<file path="config.mk">
export PLATFORM = sky130hd
export DESIGN_NAME = aabr_div
export DESIGN_NICKNAME = d
export VERILOG_FILES = /design/src/hw/rtl/aabr_div.sv
export SDC_FILE = /design/constraint.sdc
export NUM_CORES = 1
export LEC_CHECK = 0
export ABC_CLOCK_PERIOD_IN_PS = 3470
export BUFFER_PORTS_ARGS = -buffer_cell sky130_fd_sc_hd__buf_2
export CORE_UTILIZATION = 50
export DETAILED_ROUTE_END_ITERATION = 12
export PLACE_DENSITY_LB_ADDON = 0.05
export SKIP_CTS_REPAIR_TIMING = 1
export SYNTH_ARGS = -nofsm -noshare
export SYNTH_HDL_FRONTEND = slang
export SYNTH_SLANG_ARGS = --single-unit
</file>
<file path="constraint.sdc">
create_clock -name clk -period 3.47 [get_ports clk]
set_clock_uncertainty 0.2 [all_clocks]
set_input_delay 0.5205 -clock clk [delete_from_list [all_inputs] [get_ports clk]]
set_output_delay 0.5205 -clock clk [all_outputs]
set_load 0.01 [all_outputs]
</file>
<file path="src/hw/rtl/aabr_div.sv">
// aabr_div: restoring divider, one quotient bit per cycle
// no dependencies; shared by the box bound and mean calculations
module aabr_div #(
	parameter int unsigned NUM_W = 22,
	parameter int unsigned DEN_W = 14
) (
	input  logic             clk,
	input  logic             arst_n,
	input  logic             start,
	input  logic [NUM_W-1:0] num,
	input  logic [DEN_W-1:0] den,
	output logic             done,
	output logic [NUM_W-1:0] quo,
	output logic [DEN_W-1:0] rem
);
	localparam int unsigned CNT_W = $clog2(NUM_W + 1);

	logic [NUM_W-1:0] work_q;
	logic [DEN_W-1:0] rem_q;
	logic [DEN_W-1:0] den_q;
	logic [CNT_W-1:0] cnt_q;
	logic             busy_q;
	logic             done_q;
	logic [DEN_W:0]   trial;
	logic             fits;

	assign trial = {rem_q, work_q[NUM_W-1]};
	assign fits  = trial >= {1'b0, den_q};

	always_ff @(posedge clk or negedge arst_n) begin
		if (!arst_n) begin
			busy_q <= 1'b0;
			done_q <= 1'b0;
			cnt_q  <= '0;
		end else begin
			done_q <= 1'b0;
			if (start) begin
				busy_q <= 1'b1;
				cnt_q  <= CNT_W'(NUM_W);
			end else if (busy_q) begin
				cnt_q <= cnt_q - 1'b1;
				if (cnt_q == CNT_W'(1)) begin
					busy_q <= 1'b0;
					done_q <= 1'b1;
				end
			end
		end
	end

	// quotient bits shift in where numerator bits shift out
	always_ff @(posedge clk) begin
		if (start) begin
			work_q <= num;
			rem_q  <= '0;
			den_q  <= den;
		end else if (busy_q) begin
			work_q <= {work_q[NUM_W-2:0], fits};
			rem_q  <= fits ? DEN_W'(trial - {1'b0, den_q}) : trial[DEN_W-1:0];
		end
	end

	assign done = done_q;
	assign quo  = work_q;
	assign rem  = rem_q;
endmodule

</file>
==> out/results.ini <==
[run_status]
status = finished, final reports clean

[finish]
final_core_util_pct = 62.9
layout.cells.non_filler = 440
fill_cells = 501
fin_area_mm2 = 0.00375
nets = 417
antennaDiodeCount = 0
area_delta_synth_final_pct = 20.5
multi_input_area_mm2 = 0.00143
final_cell_mix = buf_2 (75), edfxtp_1 (36), nand2_1 (26), mux2_2 (22), inv_1 (21)
register_area_mm2 = 0.00154
drive_gt1_share_pct = 33.7
final_common_cell = buf_2

[die]
rows = 28
coreArea_mm2 = 0.00596
die_h_um = 80.9
fp.dieW_um = 80.9
ioPinCount = 76
initial_core_util_pct = 52.2
die-area_mm2 = 0.00654

[clock_tree]
cts_root_buf = clkbuf_8
clock_sinks = 57
cts_htree_levels = 3
insertion_delay_ns = 0.33
clk_path_buf_depth = 2
tritoncts = yes
clk_pin_slew_ns = 0.07
cts_buffers = 9

[sta]
slew_violations = 0
setup_tns_ns = 0
fin_crit_sh_pct = 81.8
hold_viol = 0
period_minus_slack_ns = 2.84
rsz0062_at_grt = no
fmax_mhz = 352
tightest_slew_ns = 0.434
finalSetupViolations = 0
slew_headroom_pct = 70.7

[worst_setup_path]
cp_slowest_stage_delay_ns = 0.44
crit_type = flop to flop
r2r_start = quo[21]
cpMaxStageDelayCell = edfxtp_1
crit_path_start = quo[21]
rr_worst_depth = 10
worstPathCellList = inv_1, ha_1, inv_1, fa_1, a21o_1, a221oi_2, o211ai_1, a21oi_1, xor2_1, o221ai_1
worstPathRequired_ns = 3.47
crit_path_max_fanout = 4
cp_common_cell = inv_1
endpoint_kind = flop
cp-start-kind = flop
cp.arrival_ns = 2.84

[placement]
numPortBuffers = 75
dp_cells = 423
routabilityCongestion = 0.878
dpl_cell_area_mm2 = 0.00354
dp_hpwl_mm = 5.00

[global_route]
grt_pass1_wl_mm = 10.8
grt_pass1_vias = 2317
grt_usage_pct = 22.0
antenna_found_initial = 0
grt_max_degree = 30
globalRouteOverflowTotal = 0

[routing]
antenna_left = 0
vias_per_cell = 5.42
drtPass1Iterations = 6
wl_per_cell_um = 15.6
drtIter0Drc = 130
wl_mm = 6.87
vias = 2384
drc = 0

[synthesis]
synth_seq_cells = 57
syn_avg_cell_area_um2 = 11.0
synth_edf_count = 36
netlist_instances = 283
postSynth.asyncResetShare_pct = 12.3
yosys_warnings = 0
ys.flop_type = edfxtp_1
synthesis.area_mm2 = 0.00311
yosysSeqAreaShare_pct = 49.4
synth_cell_types = 53
synth.net_count = 340

[flow_run]
drv_cap = 0

[power]
ir_worst_vdd_v = 0.000252
p_per_area_mw_per_mm2 = 448
p_leak_nw = 1.65

[hold_path]
min_path_type = input pin to flop
min_from = den[4]
hold_path_depth = 1

-- report_power, final --
group	total, mW	switching [mW]	internal (mW)
sequential	0.805	0.0284	0.777
combinational	0.259	0.138	0.121
clock	0.615	0.267	0.349
total	1.68	0.433	1.25
-- sequential cells by signal, summed over array words and instances (netlist names) --
| register | flops |
|---|---|
| done | 1 |
| rem | 14 |
| cnt_q | 5 |
| den_q | 14 |
| busy_q | 1 |
| quo | 22 |
-- Yosys cell counts, types with 2 or more instances --
| library cell | count | area, µm² |
|---|---|---|
| o211ai_1 | 6 | 45.0 |
| o21a_1 | 3 | 22.5 |
| buf_1 | 2 | 7.51 |
| clkbuf_1 | 4 | 15.0 |
| nor4_1 | 2 | 12.5 |
| a21o_1 | 7 | 52.6 |
| and2_1 | 4 | 25.0 |
| dfxtp_1 | 14 | 280 |
| o221ai_1 | 3 | 26.3 |
| nand4_1 | 5 | 31.3 |
| nand2b_1 | 6 | 37.5 |
| nor3_1 | 4 | 20.0 |
| inv_1 | 21 | 78.8 |
| nand2_1 | 26 | 97.6 |
| o21ai_1 | 5 | 25.0 |
| o311ai_1 | 2 | 17.5 |
| o31ai_1 | 2 | 15.0 |
| dfrtp_1 | 7 | 175 |
| xnor2_1 | 9 | 78.8 |
| nand3_1 | 8 | 40.0 |
| buf_2 | 7 | 35.0 |
| mux2_2 | 22 | 248 |
| xor2_1 | 6 | 52.6 |
| nor2_1 | 15 | 56.3 |
| o21ai_0 | 4 | 20.0 |
| a211oi_1 | 2 | 15.0 |
| a21oi_1 | 9 | 45.0 |
| ha_1 | 17 | 213 |
| edfxtp_1 | 36 | 1080 |
| a41oi_1 | 2 | 17.5 |
-- layer usage --
layer	up-vias	GRT usage, %	share of wire (%)
met1	1090	29.7	45
li1	1188	-	-
met3	13	5.96	7.6
met4	0	9.64	1.7
met5	-	0	0
met2	93	33.1	45
-- metrics by stage --
step / setup slack [ns] / total power [mW] / hold slack (ns)
after global routing: 0.470 / 1.75 / 0.146
after floorplan: 0.982 / 0.983 / 0.0249
final: 0.633 / 1.68 / 0.159
after global placement: 0.679 / 1.07 / 0.161
after CTS: 0.633 / 1.69 / -0.196
after detailed placement: 0.663 / 1.08 / 0.166
-- cell families after synthesis --
family | Yosys count | synth area share (%)
AOI/OAI and AO/OA | 56 | 13.4
xor gates and xnor gates | 15 | 4.23
adders and majority gates | 18 | 7.48
buffers and inverters | 35 | 4.75
DFF | 57 | 49.4
muxes | 22 | 7.97
and+or+nand+nor | 80 | 12.8
-- final timing paths --
path / end / slack, ns
setup / recovery: rem[10] / 0.63
hold reg to reg: rem[2] / 0.31
setup reg to reg: rem[10] / 0.63
max in group asynchronous: cnt_q[0] / 2.56
hold / removal: den_q[4] / 0.16
min in group asynchronous: cnt_q[2] / 0.35
-- cell type report --
cell class,instances,area share [%]
clock inverters,5,1.47
clock buffers,11,3.77
repair buffers,80,11.1
flip-flops and latches,57,41.0
multi-input cells,191,38.0
inverters,21,2.10
well taps,75,2.51
-- worst max-delay path: cells and delay by family, from the launching register on --
kind	cells	cell delay [ns]
flops	1	0.44
buf+inv	2	0.17
xor+xnor	1	0.21
compound gates	5	1.13
fa+ha+maj	2	0.56
Power figures use the tool's default switching activity.
